`src/hw/rtl/gob_pkg.sv`:
```
// gob_pkg: payload types, pipeline word and fixed constants of the gradient
// orientation binning block. No dependencies; imported by every gob module.
`default_nettype none

package gob_pkg;

    // one input transfer: the four gray neighbors of a pixel
    typedef struct packed {
        logic [7:0] pixel_left;
        logic [7:0] pixel_right;
        logic [7:0] pixel_above;
        logic [7:0] pixel_below;
    } t_pix_in;

    // one result transfer
    typedef struct packed {
        logic        has_gradient;
        logic [2:0]  bin_lower;
        logic [2:0]  bin_upper;
        logic [15:0] weight_lower;
        logic [15:0] weight_upper;
    } t_result;

    // widths of the pipeline word
    localparam int SUMSQ_W = 17;   // dx*dx + dy*dy
    localparam int ROOT_W  = 25;   // floor(sqrt(sumsq * 2^32))
    localparam int REM_W   = 28;   // square root remainder
    localparam int VEC_W   = 36;   // cordic x and y, scaled by 2^24
    localparam int PHASE_W = 32;   // turn fraction, 2^32 = full turn
    localparam int MAG_W   = 16;

    // number of pipelined steps
    localparam int CORDIC_STEPS = 24;
    localparam int SQRT_STEPS   = ROOT_W;
    // low result bit pairs of the root come from the 2^32 scale (zero bits)
    localparam int SQRT_ZERO_PAIRS = 16;
    localparam int CORDIC_SCALE    = 24;

    // axis direction codes, phase = code * quarter turn
    localparam logic [1:0] QUAD_EAST  = 2'd0;
    localparam logic [1:0] QUAD_NORTH = 2'd1;
    localparam logic [1:0] QUAD_WEST  = 2'd2;
    localparam logic [1:0] QUAD_SOUTH = 2'd3;

    localparam logic [PHASE_W-1:0] HALF_TURN = 32'h8000_0000;

    // magnitude = (root + 255) / 510 = ((root + 255) >> 1) / 255
    localparam logic [ROOT_W-1:0] ROUND_HALF = 25'd255;
    localparam logic [ROOT_W-1:0] RECIP_255  = 25'd16843010;   // ceil(2^32 / 255)
    localparam int                RECIP_SHIFT = 32;

    // bin numbers inside the pipe (bin count is at most 16)
    localparam int BIN_W = 5;

    typedef struct packed {
        logic       zero;   // dx and dy both zero
        logic       axis;   // dx or dy zero: exact phase from quad
        logic [1:0] quad;
    } t_flags;

    // word carried through the square root and cordic steps
    typedef struct packed {
        t_flags                     flags;
        logic [SUMSQ_W-1:0]         sumsq;
        logic [ROOT_W-1:0]          root;
        logic [REM_W-1:0]           rem;
        logic signed [VEC_W-1:0]    x;
        logic signed [VEC_W-1:0]    y;
        logic [PHASE_W-1:0]         z;
    } t_step;

    // arctangent of 2^-i in turn units
    function automatic logic [PHASE_W-1:0] atan_turn(input int idx);
        logic [PHASE_W-1:0] v;
        unique case (idx)
            0:  v = 32'd536870912;
            1:  v = 32'd316933406;
            2:  v = 32'd167458907;
            3:  v = 32'd85004756;
            4:  v = 32'd42667331;
            5:  v = 32'd21354465;
            6:  v = 32'd10679838;
            7:  v = 32'd5340245;
            8:  v = 32'd2670163;
            9:  v = 32'd1335087;
            10: v = 32'd667544;
            11: v = 32'd333772;
            12: v = 32'd166886;
            13: v = 32'd83443;
            14: v = 32'd41722;
            15: v = 32'd20861;
            16: v = 32'd10430;
            17: v = 32'd5215;
            18: v = 32'd2608;
            19: v = 32'd1304;
            20: v = 32'd652;
            21: v = 32'd326;
            22: v = 32'd163;
            23: v = 32'd81;
            default: v = '0;
        endcase
        return v;
    endfunction

endpackage

`default_nettype wire

```
`src/hw/rtl/gob_front.sv`:
```
// gob_front: first pipeline stage, central differences, sum of squares and
// cordic start vector. Depends on gob_pkg.
`default_nettype none

module gob_front (
    input  logic             i_clk,
    input  logic             i_rst_n,
    input  logic             i_valid,
    output logic             o_ready,
    input  gob_pkg::t_pix_in i_data,
    output logic             o_valid,
    input  logic             i_ready,
    output gob_pkg::t_step   o_data
);
    import gob_pkg::*;

    logic signed [8:0]       w_dx;
    logic signed [8:0]       w_dy;
    logic signed [17:0]      w_dx2;
    logic signed [17:0]      w_dy2;
    logic signed [VEC_W-1:0] w_x0;
    logic signed [VEC_W-1:0] w_y0;
    t_step                   n_data;
    logic                    r_valid;
    t_step                   r_data;

    // central differences
    assign w_dx  = $signed({1'b0, i_data.pixel_right}) - $signed({1'b0, i_data.pixel_left});
    assign w_dy  = $signed({1'b0, i_data.pixel_below}) - $signed({1'b0, i_data.pixel_above});
    assign w_dx2 = w_dx * w_dx;
    assign w_dy2 = w_dy * w_dy;
    assign w_x0  = VEC_W'(w_dx) <<< CORDIC_SCALE;
    assign w_y0  = VEC_W'(w_dy) <<< CORDIC_SCALE;

    // next pipeline word
    always_comb begin
        n_data        = '0;
        n_data.sumsq  = SUMSQ_W'($unsigned(w_dx2)) + SUMSQ_W'($unsigned(w_dy2));
        n_data.flags.zero = (w_dx == 9'sd0) && (w_dy == 9'sd0);
        n_data.flags.axis = (w_dx == 9'sd0) || (w_dy == 9'sd0);
        priority if (w_dy == 9'sd0) begin
            n_data.flags.quad = (w_dx > 9'sd0) ? QUAD_EAST : QUAD_WEST;
        end else begin
            n_data.flags.quad = (w_dy > 9'sd0) ? QUAD_NORTH : QUAD_SOUTH;
        end
        // left half plane: turn by half a turn first
        if (w_dx < 9'sd0) begin
            n_data.x = -w_x0;
            n_data.y = -w_y0;
            n_data.z = HALF_TURN;
        end else begin
            n_data.x = w_x0;
            n_data.y = w_y0;
            n_data.z = '0;
        end
    end

    assign o_ready = !r_valid || i_ready;

    // stage valid
    always_ff @(posedge i_clk) begin
        if (!i_rst_n) begin
            r_valid <= 1'b0;
        end else if (o_ready) begin
            r_valid <= i_valid;
        end
    end

    // stage payload
    always_ff @(posedge i_clk) begin
        if (o_ready && i_valid) begin
            r_data <= n_data;
        end
    end

    assign o_valid = r_valid;
    assign o_data  = r_data;

endmodule

`default_nettype wire

```
`config.mk`:
```
export PLATFORM = sky130hd
export DESIGN_NAME = gob_front
export DESIGN_NICKNAME = d
export VERILOG_FILES = /design/src/hw/rtl/gob_pkg.sv /design/src/hw/rtl/gob_front.sv
export SDC_FILE = /design/constraint.sdc
export NUM_CORES = 1
export LEC_CHECK = 0
export ABC_AREA = 1
export BUFFER_PORTS_ARGS = -buffer_cell sky130_fd_sc_hd__buf_2
export CELL_PAD_IN_SITES_DETAIL_PLACEMENT = 0
export CELL_PAD_IN_SITES_GLOBAL_PLACEMENT = 1
export CORE_MARGIN = 3
export CORE_UTILIZATION = 28
export DETAILED_ROUTE_END_ITERATION = 7
export GPL_TIMING_DRIVEN = 0
export HOLD_SLACK_MARGIN = 0.08
export PLACE_DENSITY = 0.63
export SETUP_SLACK_MARGIN = 0.1
export SLEW_MARGIN = 20
export SYNTH_ARGS = -nofsm -noshare
export SYNTH_HDL_FRONTEND = slang
export SYNTH_SLANG_ARGS = --single-unit
```
`constraint.sdc`:
```
create_clock -name i_clk -period 9.9 [get_ports i_clk]
set_clock_uncertainty 0.05 [all_clocks]
set_input_delay 0.495 -clock i_clk [delete_from_list [all_inputs] [get_ports i_clk]]
set_output_delay 0.495 -clock i_clk [all_outputs]
set_load 0.05 [all_outputs]
```
==> results_dict.tcl <==
set metrics [dict create \
    status "completed" \
    drt-vias-per-instance 3.890 \
    root_buffer "clkbuf_16" \
    worstMarginPinSlew_ps 891.8 \
    fin_crit_sh 0.7796 \
    drive_gt1_frac 0.2157 \
    yosysMostFrequentCell "inv_1" \
    cts_buffers 5 \
    drc 0 \
    dr.pass1.iters 4 \
    grt_pass1_vias 6668 \
    clock_latency_ps 300 \
    critPathMaxFanout 12 \
    finalHoldViolCount 0 \
    synth_top_area_cell "fa_1" \
    syn-cell-area_mm2 0.008872 \
    antenna_found_initial 0 \
    ff2ff_path_depth 2 \
    syn_avg_cell_area_um2 9.026 \
    worstHoldStart "i_rst_n" \
    routabilityCongestion 0.7848 \
    synthAdderAreaFrac 0.4344 \
    fmax_mhz 129.6 \
    slew_headroom 0.4012 \
    hp-class "in2reg" \
    fin_crit_ps 7718 \
    hold_buffers 0 \
    synthMuxAreaShare 0 \
    die_w_um 184.0 \
    maxCapViolations 0 \
    synth_top_cells_by_count "inv_1 (223), fa_1 (135), buf_4 (133)" \
    startpoint_type "primary input" \
    num_vias 6247 \
    routed_wl_um 19370 \
    dpl_cell_area_mm2 0.01035 \
    fin_nets 1472 \
    grt_pass1_wl_um 32310 \
    critPathRequiredTime_ps 9910 \
    synthFlopType "edfxtp_1" \
    post-route-util 0.3405 \
    r2r_start "o_valid$_SDFFE_PN0N_" \
    ant_nets 0 \
    synth-compound-area-share 0.03469 \
    critPathKind "in2reg" \
    grt_usage 0.1196 \
    place.port_buffers 83 \
    ys_ff_latch 47 \
    dp_hpwl_um 17000 \
    clk_pin_slew_ps 70 \
    diodes 0 \
    reg2reg_to "o_data[31]$_DFFE_PP_" \
    r2r_slack_ps 8630 \
    ys_seq_area_frac 0.1579 \
    cts_repair_resize_count 0 \
    final_cell_area_mm2 0.01052 \
    wl_per_cell_um 12.06 \
    slowest_delay_ps 540 \
    tns_ps 0 \
    syn_to_final_growth_pct 18.61 \
    ios 216 \
    synth-xor-area-share 0.04668 \
    synthSimpleGateAreaFrac 0.1097 \
    cts.path.max_buffers 2 \
    htree_levels 2 \
    syn_inst 983 \
    drtIter0Drc 187 \
    grt-ovfl-total 0 \
    endpoint_kind "flop" \
    cts_tree "built" \
    cpMostUsedCell "fa_1" \
    yosysUniqueCellTypes 35 \
    synth_area_leaders "fa_1 (30%), edfxtp_1 (16%), ha_1 (13%)" \
    worstPathArrival_ps 7730 \
    synth_top_area_share 0.3046 \
    ys_async_sr_fraction 0 \
    slowest_stage "fa_1" \
    clock-sinks 47 \
    core-area_mm2 0.03091 \
    synth_enable_flop_cells 46 \
    chipHeight_um 184.0 \
    post_cts_buffers 0 \
    drv_slew 0 \
    num_rows 64 \
    dieArea_mm2 0.03386 \
    synth_top_family_by_area "adder cells" \
    hold_depth 2 \
    setup_violations 0 \
    yosys_warnings 0 \
    rsz0062_at_grt "no" \
    grt_max_degree 24 \
    initial_core_util 0.2870 \
    whs_ps 388.7 \
    min_to "o_valid$_SDFFE_PN0N_" \
]
## flip-flops by register name, summed over array words and instances, names as in the netlist
register and cells:
o_data 46, o_valid 1
## stage by stage
step	cells	setup slack, ps
2_1_floorplan	1117	2743
5_1_grt	1606	1639
3_3_place_gp	1596	1764
3_5_place_dp	1598	1793
6_report	1606	2182
4_1_cts	1606	2113
## layer usage
layer | share of wire | global-route usage | routed length (um)
met5 | 0 | 0 | 0
met1 | 0.40 | 0.1379 | 7669
met3 | 0.038 | 0.01702 | 744
met2 | 0.55 | 0.2316 | 10600
met4 | 0.018 | 0.02842 | 355
## worst max path at each step
stage               start                    end  slack (ps)
5_1_grt         i_data[0]  o_data[173]$_DFFE_PP_        1640
4_1_cts        i_data[16]  o_data[173]$_DFFE_PP_        2110
2_1_floorplan  i_data[16]  o_data[173]$_DFFE_PP_        2740
3_5_place_dp   i_data[16]  o_data[173]$_DFFE_PP_        1790
3_3_place_gp   i_data[16]  o_data[173]$_DFFE_PP_        1760
6_report       i_data[16]  o_data[173]$_DFFE_PP_        2180
## cell type report
cell class                 count  area [um^2]
fill                        3305        20390
multi-input combinational    694         6067
sequential                    47         1401
buffer                       143         1044
inverter                     233        874.6
tap                          396        495.5
timing repair buffer          85        470.5
clock buffer                   5        125.1
clock inverter                 3        46.29
## cell usage in the layout, fill, tap and decap left out, types with 2 or more instances in the layout
cell and count:
buf_2 89, nor2_1 82, conb_1 135, o21ai_0 9
inv_2 9, a21boi_0 2, nand2_1 114, o21bai_1 2
a21oi_2 5, xnor2_1 10, clkbuf_1 4, edfxtp_1 46
nand4_1 2, nand3b_1 3, clkbuf_16 5, a21oi_1 22
ha_1 92, nor3_1 4, a21o_1 3, fa_1 135
xor2_2 5, buf_16 2, o21ai_1 2, buf_4 133
nor2_2 3, inv_1 223, xor2_1 28, nand3_1 26
o21ai_2 3
## critical path: cells and delay by family
kind | cells | cell delay [ps]
and+or+nand+nor | 9 | 840
adders and majority gates | 10 | 4640
buffers and inverters | 9 | 1020
AOI/OAI and AO/OA | 4 | 730
## logic make-up (layout without fill, tap and decap cells)
kind of cell	after synthesis	count (layout)
DFF	47	47
and+or+nand+nor	238	238
other	1	135
adders and majority gates	227	227
AOI/OAI and AO/OA	51	51
xor gates and xnor gates	43	43
buffers and inverters	376	469
Power is not shown: default switching activity piles up to over one toggle a cycle in this logic, so the estimate is an artifact.
