## config.mk

```make
export PLATFORM = sky130hd
export DESIGN_NAME = gob_step
export DESIGN_NICKNAME = d
export VERILOG_FILES = /design/src/hw/rtl/gob_pkg.sv /design/src/hw/rtl/gob_step.sv
export SDC_FILE = /design/constraint.sdc
export NUM_CORES = 1
export LEC_CHECK = 0
export BUFFER_PORTS_ARGS = -buffer_cell sky130_fd_sc_hd__buf_4
export CORE_ASPECT_RATIO = 1.4
export CORE_MARGIN = 2
export CORE_UTILIZATION = 50
export CTS_CLUSTER_SIZE = 28
export DETAILED_ROUTE_END_ITERATION = 10
export HOLD_SLACK_MARGIN = 0.08
export MAX_ROUTING_LAYER = met4
export PLACE_DENSITY = 0.82
export SYNTH_ARGS = -nofsm -noshare
export SYNTH_HDL_FRONTEND = slang
export SYNTH_SLANG_ARGS = --single-unit
```

## constraint.sdc

```tcl
create_clock -name i_clk -period 8.14 [get_ports i_clk]
set_clock_uncertainty 0.2 [all_clocks]
set_input_delay 0.407 -clock i_clk [delete_from_list [all_inputs] [get_ports i_clk]]
set_output_delay 0.407 -clock i_clk [all_outputs]
set_load 0.005 [all_outputs]
```

## src/hw/rtl/gob_pkg.sv

```systemverilog
// gob_pkg: payload types, pipeline word and fixed constants of the gradient
// orientation binning block. No dependencies; imported by every gob module.
`default_nettype none

package gob_pkg;

    // one input transfer: the four gray neighbors of a pixel
    typedef struct packed {
        logic [7:0] pixel_left;
        logic [7:0] pixel_right;
        logic [7:0] pixel_above;
        logic [7:0] pixel_below;
    } t_pix_in;

    // one result transfer
    typedef struct packed {
        logic        has_gradient;
        logic [2:0]  bin_lower;
        logic [2:0]  bin_upper;
        logic [15:0] weight_lower;
        logic [15:0] weight_upper;
    } t_result;

    // widths of the pipeline word
    localparam int SUMSQ_W = 17;   // dx*dx + dy*dy
    localparam int ROOT_W  = 25;   // floor(sqrt(sumsq * 2^32))
    localparam int REM_W   = 28;   // square root remainder
    localparam int VEC_W   = 36;   // cordic x and y, scaled by 2^24
    localparam int PHASE_W = 32;   // turn fraction, 2^32 = full turn
    localparam int MAG_W   = 16;

    // number of pipelined steps
    localparam int CORDIC_STEPS = 24;
    localparam int SQRT_STEPS   = ROOT_W;
    // low result bit pairs of the root come from the 2^32 scale (zero bits)
    localparam int SQRT_ZERO_PAIRS = 16;
    localparam int CORDIC_SCALE    = 24;

    // axis direction codes, phase = code * quarter turn
    localparam logic [1:0] QUAD_EAST  = 2'd0;
    localparam logic [1:0] QUAD_NORTH = 2'd1;
    localparam logic [1:0] QUAD_WEST  = 2'd2;
    localparam logic [1:0] QUAD_SOUTH = 2'd3;

    localparam logic [PHASE_W-1:0] HALF_TURN = 32'h8000_0000;

    // magnitude = (root + 255) / 510 = ((root + 255) >> 1) / 255
    localparam logic [ROOT_W-1:0] ROUND_HALF = 25'd255;
    localparam logic [ROOT_W-1:0] RECIP_255  = 25'd16843010;   // ceil(2^32 / 255)
    localparam int                RECIP_SHIFT = 32;

    // bin numbers inside the pipe (bin count is at most 16)
    localparam int BIN_W = 5;

    typedef struct packed {
        logic       zero;   // dx and dy both zero
        logic       axis;   // dx or dy zero: exact phase from quad
        logic [1:0] quad;
    } t_flags;

    // word carried through the square root and cordic steps
    typedef struct packed {
        t_flags                     flags;
        logic [SUMSQ_W-1:0]         sumsq;
        logic [ROOT_W-1:0]          root;
        logic [REM_W-1:0]           rem;
        logic signed [VEC_W-1:0]    x;
        logic signed [VEC_W-1:0]    y;
        logic [PHASE_W-1:0]         z;
    } t_step;

    // arctangent of 2^-i in turn units
    function automatic logic [PHASE_W-1:0] atan_turn(input int idx);
        logic [PHASE_W-1:0] v;
        unique case (idx)
            0:  v = 32'd536870912;
            1:  v = 32'd316933406;
            2:  v = 32'd167458907;
            3:  v = 32'd85004756;
            4:  v = 32'd42667331;
            5:  v = 32'd21354465;
            6:  v = 32'd10679838;
            7:  v = 32'd5340245;
            8:  v = 32'd2670163;
            9:  v = 32'd1335087;
            10: v = 32'd667544;
            11: v = 32'd333772;
            12: v = 32'd166886;
            13: v = 32'd83443;
            14: v = 32'd41722;
            15: v = 32'd20861;
            16: v = 32'd10430;
            17: v = 32'd5215;
            18: v = 32'd2608;
            19: v = 32'd1304;
            20: v = 32'd652;
            21: v = 32'd326;
            22: v = 32'd163;
            23: v = 32'd81;
            default: v = '0;
        endcase
        return v;
    endfunction

endpackage

`default_nettype wire

```

## src/hw/rtl/gob_step.sv

```systemverilog
// gob_step: one pipeline stage doing one square root digit and, if STEP <
// CORDIC_STEPS, one cordic vectoring step on the word. Depends on gob_pkg.
`default_nettype none

module gob_step #(
    parameter int STEP = 0
) (
    input  logic           i_clk,
    input  logic           i_rst_n,
    input  logic           i_valid,
    output logic           o_ready,
    input  gob_pkg::t_step i_data,
    output logic           o_valid,
    input  logic           i_ready,
    output gob_pkg::t_step o_data
);
    import gob_pkg::*;

    localparam int SQRT_BIT = SQRT_STEPS - 1 - STEP;

    logic [1:0]              w_pair;
    logic [REM_W-1:0]        w_rem_sh;
    logic [REM_W-1:0]        w_trial;
    logic signed [VEC_W-1:0] w_x;
    logic signed [VEC_W-1:0] w_y;
    logic [PHASE_W-1:0]      w_z;
    t_step                   n_data;
    logic                    r_valid;
    t_step                   r_data;

    // radicand bit pair for this digit, low pairs are the zero scale bits
    generate
        if (SQRT_BIT >= SQRT_ZERO_PAIRS) begin : g_pair
            localparam int PL = 2 * (SQRT_BIT - SQRT_ZERO_PAIRS);
            logic [SUMSQ_W:0] w_s_ext;
            assign w_s_ext = {1'b0, i_data.sumsq};
            assign w_pair  = w_s_ext[PL+1:PL];
        end else begin : g_nopair
            assign w_pair = 2'b00;
        end
    endgenerate

    // restoring square root digit
    assign w_rem_sh = {i_data.rem[REM_W-3:0], w_pair};
    assign w_trial  = {1'b0, i_data.root, 2'b01};

    // cordic vectoring step, shifts floor toward minus infinity
    generate
        if (STEP < CORDIC_STEPS) begin : g_cordic
            localparam logic [PHASE_W-1:0] ATAN = atan_turn(STEP);
            logic signed [VEC_W-1:0] w_xs;
            logic signed [VEC_W-1:0] w_ys;
            assign w_xs = i_data.x >>> STEP;
            assign w_ys = i_data.y >>> STEP;
            always_comb begin
                if (!i_data.y[VEC_W-1]) begin
                    w_x = i_data.x + w_ys;
                    w_y = i_data.y - w_xs;
                    w_z = i_data.z + ATAN;
                end else begin
                    w_x = i_data.x - w_ys;
                    w_y = i_data.y + w_xs;
                    w_z = i_data.z - ATAN;
                end
            end
        end else begin : g_pass
            assign w_x = i_data.x;
            assign w_y = i_data.y;
            assign w_z = i_data.z;
        end
    endgenerate

    // next pipeline word
    always_comb begin
        n_data   = i_data;
        n_data.x = w_x;
        n_data.y = w_y;
        n_data.z = w_z;
        if (w_rem_sh >= w_trial) begin
            n_data.rem  = w_rem_sh - w_trial;
            n_data.root = {i_data.root[ROOT_W-2:0], 1'b1};
        end else begin
            n_data.rem  = w_rem_sh;
            n_data.root = {i_data.root[ROOT_W-2:0], 1'b0};
        end
    end

    assign o_ready = !r_valid || i_ready;

    // stage valid
    always_ff @(posedge i_clk) begin
        if (!i_rst_n) begin
            r_valid <= 1'b0;
        end else if (o_ready) begin
            r_valid <= i_valid;
        end
    end

    // stage payload
    always_ff @(posedge i_clk) begin
        if (o_ready && i_valid) begin
            r_data <= n_data;
        end
    end

    assign o_valid = r_valid;
    assign o_data  = r_data;

endmodule

`default_nettype wire

```

==> metrics <==
outcome finished clean; vias per cell 5.81; RSZ-0062 raised after global routing no; # IOs 362; flops & latches, synth 178; Post-Synthesis Cells 1369; nets@finish 2100; Hold Startpoint i_data[108]; Setup-failing EPs final 0; Cell Count, Final, Fillers Out 2123; drt drc 0; synth top area cells edfxtp_1, ha_1, a21oi_1; Yosys cell types 81; most frequent cells in the layout buf_4, edfxtp_1, a21oi_1, inv_1, ha_1; Final Util 67.3%; M1 WL 15700 µm; P&R area growth vs syn 33.0%; Static Leak 0.00772 µW; Port Buf Inserts 359; WP data required 8130 ps; WL met3 2830 µm; Initial Utilization 50.6%; count of pins over their slew limit 0; violation count after the first detailed-route iteration 768; synth warn 0; Die W 141 µm; post-synth top area share 40.5%; clk_lat worst skew 440 ps; Post-Syn Area 13100 µm²; PwrDens 170 nW/µm²; Pint 2030 µW; crit path max fanout 27; Routed Antenna Nets 0; combinational share of power 32.2%; final hold viol count 0; router iterations before antenna repair 5; layout cells sized above 1 23.6%; Reg power frac 39.5%; clock power share 28.3%; DR vias 12336; post-detail-place hpwl 32100 µm; FMAX 240 MHz; clk sinks 178; Total GRT Usage 31.4%; Post-synth top flop edfxtp_1; FFs w/ async S/R, synth 0%; vias in the first global route 12169; die area 27600 µm²; post-cts repair resize count 0; cell count after placement 2006; Tcrit/Tclk final 51.1%; DIE HEIGHT 196 µm; total gr overflow 0; Sum Neg Setup Slack 0 ps; worst slew pin tran 1130 ps; H-Tree Depth 4; crit path launch i_data[135]; Avg Inst Size Synth 9.58 µm²; gpl congestion 0.982; crit path kind in -> reg; Switching Fraction 31.7%; relative slew slack 25.0%; post-synth top area cell edfxtp_1; Site Rows 70; drt wl/cell 20.5 µm; Peak supply drop 0.000127 V; startpoint types input port; CTS max path bufs 2; Reg2Reg Setup Slack 4860 ps; EDFF count, synth 177; top layer in use met4; syn_nets 1686; startpoint of the worst-slack reg-to-reg timing path o_valid$_SDFFE_PN0N_; Clk pin slew, worst setup/hold paths 70 ps; Hold/Removal Path Class in -> reg; critical path arrival 4150 ps; Critical Path End Type flop; root buf cell clkbuf_16; largest net degree at the start of global routing 93; CTS tree yes; Max Cap Viol 0; first-pass GRT wire length 65600 µm; post-CTS setup buffer count 0; initial antenna violation count 2; cts bufs inserted 17; NetSw 942 µW; core footprint 25900 µm²; Routed WL 43400 µm; min cycle time layout 4160 ps; most common cell after layout, fill and taps aside buf_4; routed wl met2 22800 µm; sequential share of the synthesized area 40.7%
-- power by group through the flow --
stage	combinational, µW	sequential (µW)	clock, µW
floorplan	508	1200	0
global placement	887	1190	0
detailed placement	900	1190	0
CTS	940	1170	843
global route	1030	1180	884
finish	957	1170	840
-- kinds of logic after synthesis --
| kind of cell | Yosys count | synth area share (%) |
|---|---|---|
| compound gates | 430 | 20.8 |
| simple gates | 321 | 11.7 |
| buf+inv | 193 | 5.87 |
| fa+ha+maj | 135 | 13.2 |
| flops | 178 | 40.7 |
| xor+xnor | 92 | 6.14 |
| mux | 20 | 1.60 |
-- state kept, by name, summed over array words and instances (netlist names) --
signal   count
o_valid      1
o_data     177
-- Yosys cell counts (9+ instances only) --
cell and number:
ha_1 130, xnor2_1 69, nand2_1 68, o21bai_1 21, a31oi_1 10, and3_1 9, inv_1 135, nor2b_1 22
a21o_1 33, a211oi_1 18, nor2_1 113, a21oi_1 144, o21a_1 12, xor2_1 23, o21ai_0 89, clkbuf_1 23
buf_1 9, o211ai_1 13, nand3_1 16, buf_2 14, nor3_1 25, mux2i_1 12, nand2b_1 11, nand4_1 17
edfxtp_1 177
-- final timing paths --
path	to	cells past startpoint
min	o_data[110]$_DFFE_PP_	3
max reg2reg	o_data[41]$_DFFE_PP_	4
max	o_data[128]$_DFFE_PP_	13
min reg2reg	o_valid$_SDFFE_PN0N_	3
-- worst max-delay path: stages --
cell           delay (ps)
dlygate4sd3_1         530
buf_4                 110
inv_1                  40
ha_1                  360
nand3_1               100
nor2_1                 90
a311oi_1               90
o31a_1                400
o31ai_4               380
a211oi_1              200
nor2_2                620
buf_4                 420
mux2_2                390
-- layer usage --
metal | track usage (%) | vias to the layer above
li1 | - | 5791
met1 | 33.5 | 5885
met2 | 56.4 | 539
met3 | 5.20 | 121
met4 | 15.1 | 0
met5 | - | -
-- what timing repair did --
item,CTS,global route
hold buffers,82,0
endpoints found under the setup margin,0,0
hold endpoints to repair,82,0
-- area by class of cell --
cell class                 instances  area, µm²
sequential                       178       5340
timing repair buffer             447       3560
antenna                            3       7.51
fill                            1975       8490
multi-input combinational        998       7010
clock inverter                    15        160
inverter                         141        529
clock buffer                      17        425
tap                              324        405
-- through the flow --
stage               worst slack (ps)  hold slack [ps]  power [µW]  area (µm²)
finish                          3980             94.4        2970       17400
global route                    3780             86.3        3100       17400
CTS                             4070             80.4        2950       17400
detailed placement              4080              349        2090       16000
global placement                4100              321        2070       16000
floorplan                       2770              306        1710       13100
Note: power is estimated with default switching activity, not from simulation.
