<file path="config.mk">
export PLATFORM = sky130hd
export DESIGN_NAME = gob_back
export DESIGN_NICKNAME = d
export VERILOG_FILES = /design/src/hw/rtl/gob_pkg.sv /design/src/hw/rtl/gob_back.sv
export SDC_FILE = /design/constraint.sdc
export NUM_CORES = 1
export LEC_CHECK = 0
export ABC_AREA = 1
export BUFFER_PORTS_ARGS = -buffer_cell sky130_fd_sc_hd__clkbuf_2
export CORE_ASPECT_RATIO = 2
export CORE_MARGIN = 3
export CORE_UTILIZATION = 39
export CTS_BUF_LIST = sky130_fd_sc_hd__clkbuf_2
export CTS_CLUSTER_SIZE = 24
export DETAILED_ROUTE_END_ITERATION = 8
export PLACE_DENSITY = 0.6
export SLEW_MARGIN = 20
export SYNTH_ARGS = -nofsm -noshare
export SYNTH_HDL_FRONTEND = slang
export SYNTH_SLANG_ARGS = --single-unit
</file>
<file path="constraint.sdc">
create_clock -name i_clk -period 12.4 [get_ports i_clk]
set_clock_uncertainty 0.05 [all_clocks]
set_input_delay 2.48 -clock i_clk [delete_from_list [all_inputs] [get_ports i_clk]]
set_output_delay 2.48 -clock i_clk [all_outputs]
set_load 0.01 [all_outputs]
</file>
<file path="src/hw/rtl/gob_pkg.sv">
// gob_pkg: payload types, pipeline word and fixed constants of the gradient
// orientation binning block. No dependencies; imported by every gob module.
`default_nettype none

package gob_pkg;

    // one input transfer: the four gray neighbors of a pixel
    typedef struct packed {
        logic [7:0] pixel_left;
        logic [7:0] pixel_right;
        logic [7:0] pixel_above;
        logic [7:0] pixel_below;
    } t_pix_in;

    // one result transfer
    typedef struct packed {
        logic        has_gradient;
        logic [2:0]  bin_lower;
        logic [2:0]  bin_upper;
        logic [15:0] weight_lower;
        logic [15:0] weight_upper;
    } t_result;

    // widths of the pipeline word
    localparam int SUMSQ_W = 17;   // dx*dx + dy*dy
    localparam int ROOT_W  = 25;   // floor(sqrt(sumsq * 2^32))
    localparam int REM_W   = 28;   // square root remainder
    localparam int VEC_W   = 36;   // cordic x and y, scaled by 2^24
    localparam int PHASE_W = 32;   // turn fraction, 2^32 = full turn
    localparam int MAG_W   = 16;

    // number of pipelined steps
    localparam int CORDIC_STEPS = 24;
    localparam int SQRT_STEPS   = ROOT_W;
    // low result bit pairs of the root come from the 2^32 scale (zero bits)
    localparam int SQRT_ZERO_PAIRS = 16;
    localparam int CORDIC_SCALE    = 24;

    // axis direction codes, phase = code * quarter turn
    localparam logic [1:0] QUAD_EAST  = 2'd0;
    localparam logic [1:0] QUAD_NORTH = 2'd1;
    localparam logic [1:0] QUAD_WEST  = 2'd2;
    localparam logic [1:0] QUAD_SOUTH = 2'd3;

    localparam logic [PHASE_W-1:0] HALF_TURN = 32'h8000_0000;

    // magnitude = (root + 255) / 510 = ((root + 255) >> 1) / 255
    localparam logic [ROOT_W-1:0] ROUND_HALF = 25'd255;
    localparam logic [ROOT_W-1:0] RECIP_255  = 25'd16843010;   // ceil(2^32 / 255)
    localparam int                RECIP_SHIFT = 32;

    // bin numbers inside the pipe (bin count is at most 16)
    localparam int BIN_W = 5;

    typedef struct packed {
        logic       zero;   // dx and dy both zero
        logic       axis;   // dx or dy zero: exact phase from quad
        logic [1:0] quad;
    } t_flags;

    // word carried through the square root and cordic steps
    typedef struct packed {
        t_flags                     flags;
        logic [SUMSQ_W-1:0]         sumsq;
        logic [ROOT_W-1:0]          root;
        logic [REM_W-1:0]           rem;
        logic signed [VEC_W-1:0]    x;
        logic signed [VEC_W-1:0]    y;
        logic [PHASE_W-1:0]         z;
    } t_step;

    // arctangent of 2^-i in turn units
    function automatic logic [PHASE_W-1:0] atan_turn(input int idx);
        logic [PHASE_W-1:0] v;
        unique case (idx)
            0:  v = 32'd536870912;
            1:  v = 32'd316933406;
            2:  v = 32'd167458907;
            3:  v = 32'd85004756;
            4:  v = 32'd42667331;
            5:  v = 32'd21354465;
            6:  v = 32'd10679838;
            7:  v = 32'd5340245;
            8:  v = 32'd2670163;
            9:  v = 32'd1335087;
            10: v = 32'd667544;
            11: v = 32'd333772;
            12: v = 32'd166886;
            13: v = 32'd83443;
            14: v = 32'd41722;
            15: v = 32'd20861;
            16: v = 32'd10430;
            17: v = 32'd5215;
            18: v = 32'd2608;
            19: v = 32'd1304;
            20: v = 32'd652;
            21: v = 32'd326;
            22: v = 32'd163;
            23: v = 32'd81;
            default: v = '0;
        endcase
        return v;
    endfunction

endpackage

`default_nettype wire

</file>
<file path="src/hw/rtl/gob_back.sv">
// gob_back: last four pipeline stages, magnitude scaling, bin position and
// weight split; the last stage is the output register. Depends on gob_pkg.
`default_nettype none

module gob_back #(
    parameter int BINS = 8
) (
    input  logic             i_clk,
    input  logic             i_rst_n,
    input  logic             i_valid,
    output logic             o_ready,
    input  gob_pkg::t_step   i_data,
    output logic             o_valid,
    input  logic             i_ready,
    output gob_pkg::t_result o_data
);
    import gob_pkg::*;

    localparam logic [BIN_W-1:0] BINS_B = BIN_W'(BINS);
    localparam int               PROD_W = 2 * ROOT_W;

    typedef struct packed {
        logic              zero;
        logic [PROD_W-1:0] prod;
        logic [BIN_W-1:0]  lo;
        logic [15:0]       frac;
    } t_s1;

    typedef struct packed {
        logic             zero;
        logic [MAG_W-1:0] mag;
        logic [BIN_W-1:0] lo;
        logic [BIN_W-1:0] hi;
        logic [15:0]      frac;
    } t_s2;

    typedef struct packed {
        logic             zero;
        logic [MAG_W-1:0] mag;
        logic [MAG_W-1:0] wu;
        logic [BIN_W-1:0] lo;
        logic [BIN_W-1:0] hi;
    } t_s3;

    logic                r_v1, r_v2, r_v3, r_v4;
    logic                w_e1, w_e2, w_e3, w_e4;
    t_s1                 r_d1, n_d1;
    t_s2                 r_d2, n_d2;
    t_s3                 r_d3, n_d3;
    t_result             r_d4, n_d4;
    logic [ROOT_W:0]     w_rr;
    logic [PHASE_W-1:0]  w_zp;
    logic [PHASE_W-1:0]  w_t;
    logic [PHASE_W+BIN_W-1:0] w_pos;
    logic [BIN_W-1:0]    w_lo1;
    logic [31:0]         w_wprod;

    // stage enables, a stage moves when it is empty or its successor moves
    assign w_e4    = !r_v4 || i_ready;
    assign w_e3    = !r_v3 || w_e4;
    assign w_e2    = !r_v2 || w_e3;
    assign w_e1    = !r_v1 || w_e2;
    assign o_ready = w_e1;

    // stage 1: divide by 510 via reciprocal, phase to bin position
    assign w_rr  = (ROOT_W+1)'(i_data.root) + (ROOT_W+1)'(ROUND_HALF);
    assign w_zp  = i_data.flags.axis ? {i_data.flags.quad, {(PHASE_W-2){1'b0}}} : i_data.z;
    assign w_t   = w_zp + HALF_TURN;
    assign w_pos = {{BIN_W{1'b0}}, w_t} * {{PHASE_W{1'b0}}, BINS_B};

    always_comb begin
        n_d1.zero = i_data.flags.zero;
        n_d1.prod = w_rr[ROOT_W:1] * RECIP_255;
        n_d1.lo   = w_pos[PHASE_W+BIN_W-1:PHASE_W];
        n_d1.frac = w_pos[PHASE_W-1:PHASE_W-16];
    end

    // stage 2: magnitude and upper bin
    assign w_lo1 = r_d1.lo + BIN_W'(1);

    always_comb begin
        n_d2.zero = r_d1.zero;
        n_d2.mag  = r_d1.prod[RECIP_SHIFT+MAG_W-1:RECIP_SHIFT];
        n_d2.lo   = r_d1.lo;
        n_d2.hi   = (w_lo1 == BINS_B) ? '0 : w_lo1;
        n_d2.frac = r_d1.frac;
    end

    // stage 3: upper weight
    assign w_wprod = r_d2.mag * r_d2.frac;

    always_comb begin
        n_d3.zero = r_d2.zero;
        n_d3.mag  = r_d2.mag;
        n_d3.wu   = w_wprod[31:16];
        n_d3.lo   = r_d2.lo;
        n_d3.hi   = r_d2.hi;
    end

    // stage 4: lower weight and result word, zero gradient clears all
    always_comb begin
        if (r_d3.zero) begin
            n_d4 = '0;
        end else begin
            n_d4.has_gradient = 1'b1;
            n_d4.bin_lower    = r_d3.lo[2:0];
            n_d4.bin_upper    = r_d3.hi[2:0];
            n_d4.weight_lower = r_d3.mag - r_d3.wu;
            n_d4.weight_upper = r_d3.wu;
        end
    end

    // stage valids
    always_ff @(posedge i_clk) begin
        if (!i_rst_n) begin
            r_v1 <= 1'b0;
            r_v2 <= 1'b0;
            r_v3 <= 1'b0;
            r_v4 <= 1'b0;
        end else begin
            if (w_e1) r_v1 <= i_valid;
            if (w_e2) r_v2 <= r_v1;
            if (w_e3) r_v3 <= r_v2;
            if (w_e4) r_v4 <= r_v3;
        end
    end

    // stage payloads
    always_ff @(posedge i_clk) begin
        if (w_e1 && i_valid) r_d1 <= n_d1;
        if (w_e2 && r_v1)    r_d2 <= n_d2;
        if (w_e3 && r_v2)    r_d3 <= n_d3;
        if (w_e4 && r_v3)    r_d4 <= n_d4;
    end

    assign o_valid = r_v4;
    assign o_data  = r_d4;

    // no gradient means no weight and no bins
    a_zero_result: assert property (@(posedge i_clk) disable iff (!i_rst_n)
        (r_v4 && !r_d4.has_gradient) |->
            (r_d4.weight_lower == '0 && r_d4.weight_upper == '0 &&
             r_d4.bin_lower == '0 && r_d4.bin_upper == '0))
        else $error("zero gradient result carries nonzero fields");

    // the two weights add up to the magnitude, which stays below 46342
    a_weight_sum: assert property (@(posedge i_clk) disable iff (!i_rst_n)
        r_v4 |-> ((17'(r_d4.weight_lower) + 17'(r_d4.weight_upper)) <= 17'd46341))
        else $error("weight split exceeds magnitude range");

    // a held result is not replaced while the sink stalls
    a_hold_result: assert property (@(posedge i_clk) disable iff (!i_rst_n)
        (r_v4 && !i_ready) |=> (r_v4 && $stable(r_d4)))
        else $error("stalled result changed");

    // a full stage ahead of a stalled output blocks its predecessor
    a_chain_stall: assert property (@(posedge i_clk) disable iff (!i_rst_n)
        (r_v4 && r_v3 && r_v2 && r_v1 && !i_ready) |-> !o_ready)
        else $error("pipeline accepts into a full stalled chain");

endmodule

`default_nettype wire

</file>
==> impl_metrics.csv <==
group,metric,value,unit
timing,relSlewSlack,30.9,%
global_routing,grt_max_degree,40,
drt,wl,52100,um
floorplanning,die_x,163,um
final_layout,most-common-layout-cells,"inv_1, nand2_1, ha_1",
global_routing,grt_pass1_vias,16247,
logic_synthesis,synth_area_leaders,"edfxtp_1, fa_1, ha_1",
timing,rsz0062_at_grt,"no",
placed_design,portBuffers,92,
logic_synthesis,yosys.cell_types.count,45,
floorplanning,io_pins,223,
setup_path,startpoint,"i_data[132]",
cts,postCtsSetupBuffers,0,
setup_path,reg2reg_from,"n_d3[32]$_DFFE_PP_",
timing,tns,0,ns
timing,report.final.slew_viol_count,0,
final_layout,syn2layout_area_growth,6.78,%
cts,htreeDepth,4,
drt,dr.first_iter.drc_count,665,
cts,cts_buffers,25,
drt,ant_nets,0,
final_layout,layout-drive-gt1-share,7.30,%
setup_path,cp-end-kind,"register",
cts,cts_resized,0,
logic_synthesis,synth.avg_cell_area,8.79,um^2
global_routing,grt_use_total,20.5,%
final_layout,final_nets,2943,
cts,clk-insertion-delay-late,0.79,ns
logic_synthesis,yosysTopAreaCellShare,23.8,%
min_path,hp-class,"register to register",
floorplanning,core-area,48600,um^2
setup_path,worstSetupEndpoint,"n_d2[32]$_DFFE_PP_",
logic_synthesis,syn-num-nets,2881,
floorplanning,die_h,320,um
final_layout,stdcell_count,2899,
global_routing,grt_pass1_wl,81800,um
cts,root_buffer,"clkbuf_2",
final_layout,final_common_cell,"inv_1",
run_status,outcome,"complete, no violations",
logic_synthesis,yosysTopAreaCell,"edfxtp_1",
timing,holdWs,0.376,ns
global_routing,gr-total-overflow,0,
cts,clkTransAtPathRegs,0.18,ns
timing,hold_viol_final,0,
floorplanning,start_util,39.6,%
drt,route.detailed.drc,0,
timing,setup_viol,0,
timing,period_share,60.7,%
drt,vias_per_cell,5.04,
power_and_ir_drop,power.leakage,11.0,nW
setup_path,r2r_cells,17,
logic_synthesis,synth_edf_count,153,
power_and_ir_drop,irDropWorstVdd,0.283,mV
setup_path,max_stage_delay,0.48,ns
setup_path,cpMostUsedCell,"ha_1",
placed_design,dp_cells,2864,
drt,drtPass1Iterations,5,
setup_path,cp-start-kind,"primary input",
setup_path,slowest_stage,"fa_1",
cts,cts_hold_buf,0,
timing,min_period,7.53,ns
logic_synthesis,ys.flop_type,"edfxtp_1",
power_and_ir_drop,powerDensity,257,nW/um^2
cts,clock-sinks,157,
final_layout,n_fill_cell,4816,
drt,wire_per_inst,18.0,um
logic_synthesis,synth_async_sr_flop_share,0,%
setup_path,r2r_end,"r_d3[25]$_DFFE_PP_",
flow_run,drv_cap,0,
logic_synthesis,netlist_instances,2193,
timing,fmax,133,MHz
global_routing,antenna_found_initial,1,
cts,clockBufferDepth,3,
logic_synthesis,yosys_register_bits,157,
setup_path,path_max_fanout,4,
setup_path,reg2reg_slack,5.66,ns
timing,worst_slew_pin_slew,1.04,ns
placed_design,dp_hpwl,44500,um
cts,tritoncts,"built",
setup_path,critPathRequiredTime,12.85,ns
drt,num_vias,14616,
setup_path,path_class,"primary input to register",
logic_synthesis,synth_area,19300,um^2
logic_synthesis,synth_seq_area_share,24.3,%
logic_synthesis,synth_warnings,0,
setup_path,worstPathArrival,7.98,ns
placed_design,gp_congestion,1.01,
floorplanning,rows,114,
floorplanning,die_area,52300,um^2
[area by class of cell]
cell class	count	area, um^2	area share, %
sequential	157	4670	22.7
timing repair buffer	101	553	2.69
antenna	1	2.50	0.0122
inverter	535	2010	9.76
multi-input combinational	1435	12400	60.0
clock buffer	26	130	0.632
clock inverter	6	55.1	0.268
tap	638	798	3.88
[cell usage after synthesis, types with 14 or more instances]
cell	number
inv_1	527
nand2_1	437
ha_1	294
fa_1	212
edfxtp_1	153
nor2_1	132
a21oi_1	107
clkbuf_1	66
o21ai_0	51
xor2_1	39
nand3_1	30
nor3_1	15
nand4_1	14
[metal layers]
metal | global-route usage [%] | up-vias | part of all wire [%]
li1 | - | 6940 | -
met1 | 16.0 | 7140 | 28
met2 | 44.3 | 343 | 62
met3 | 1.45 | 193 | 2.0
met4 | 14.1 | 0 | 7.8
met5 | 0 | - | 0
[how the worst min path moves through the flow]
| stage | from | endpoint | slack (ns) | cells past startpoint |
|---|---|---|---|---|
| 2_1_floorplan | n_d2[26]$_DFFE_PP_ | n_d3[26]$_DFFE_PP_ | 0.35 | 0 |
| 3_3_place_gp | n_d2[34]$_DFFE_PP_ | n_d3[34]$_DFFE_PP_ | 0.35 | 0 |
| 3_5_place_dp | n_d2[26]$_DFFE_PP_ | n_d3[26]$_DFFE_PP_ | 0.35 | 0 |
| 4_1_cts | n_d2[34]$_DFFE_PP_ | n_d3[34]$_DFFE_PP_ | 0.37 | 0 |
| 5_1_grt | n_d2[34]$_DFFE_PP_ | n_d3[34]$_DFFE_PP_ | 0.36 | 0 |
| 6_report | n_d3[2]$_SDFFCE_PN0P_ | r_d3[2]$_DFFE_PP_ | 0.38 | 0 |
[flip-flops by register name (all words and copies together) (netlist names)]
register  cells
o_valid       1
n_d2         36
r_d3         39
o_data       39
r_d2         16
r_v1          1
n_d3         23
r_v3          1
r_v2          1
[cells by family after synthesis]
group	Yosys count	share of synthesized area, %
AOI/OAI and AO/OA	224	6.50
DFF	157	24.3
buffers and inverters	601	11.7
muxes	2	0.110
and+or+nand+nor	651	13.8
xor gates and xnor gates	52	2.56
adders and majority gates	506	41.1
[metrics by stage]
stage               worst slack, ns  utilization (%)  total power, mW  area [um^2]
CTS                            4.93             42.2             5.35        20500
global route                   4.62             42.3             5.84        20600
finish                         4.87             42.3             5.28        20600
floorplan                      5.34                -             3.74        19300
detailed placement             4.06             41.8             5.05        20400
global placement               4.16             41.8             5.02        20400
[power by group]
part	leakage (nW)	switching, mW	internal (mW)
Combinational	9.35	2.77	1.43
Clock	0.135	0.174	0.0805
Sequential	1.48	0.0514	0.769
Total	11.0	3.00	2.28
[critical path, delay by kind of cell]
kind / cells / cell delay (ns)
buf+inv: 4 / 0.44
xor+xnor: 2 / 0.46
simple gates: 13 / 1.88
fa+ha+maj: 7 / 2.27
compound gates: 2 / 0.42
Power figures use the tool's default switching activity.
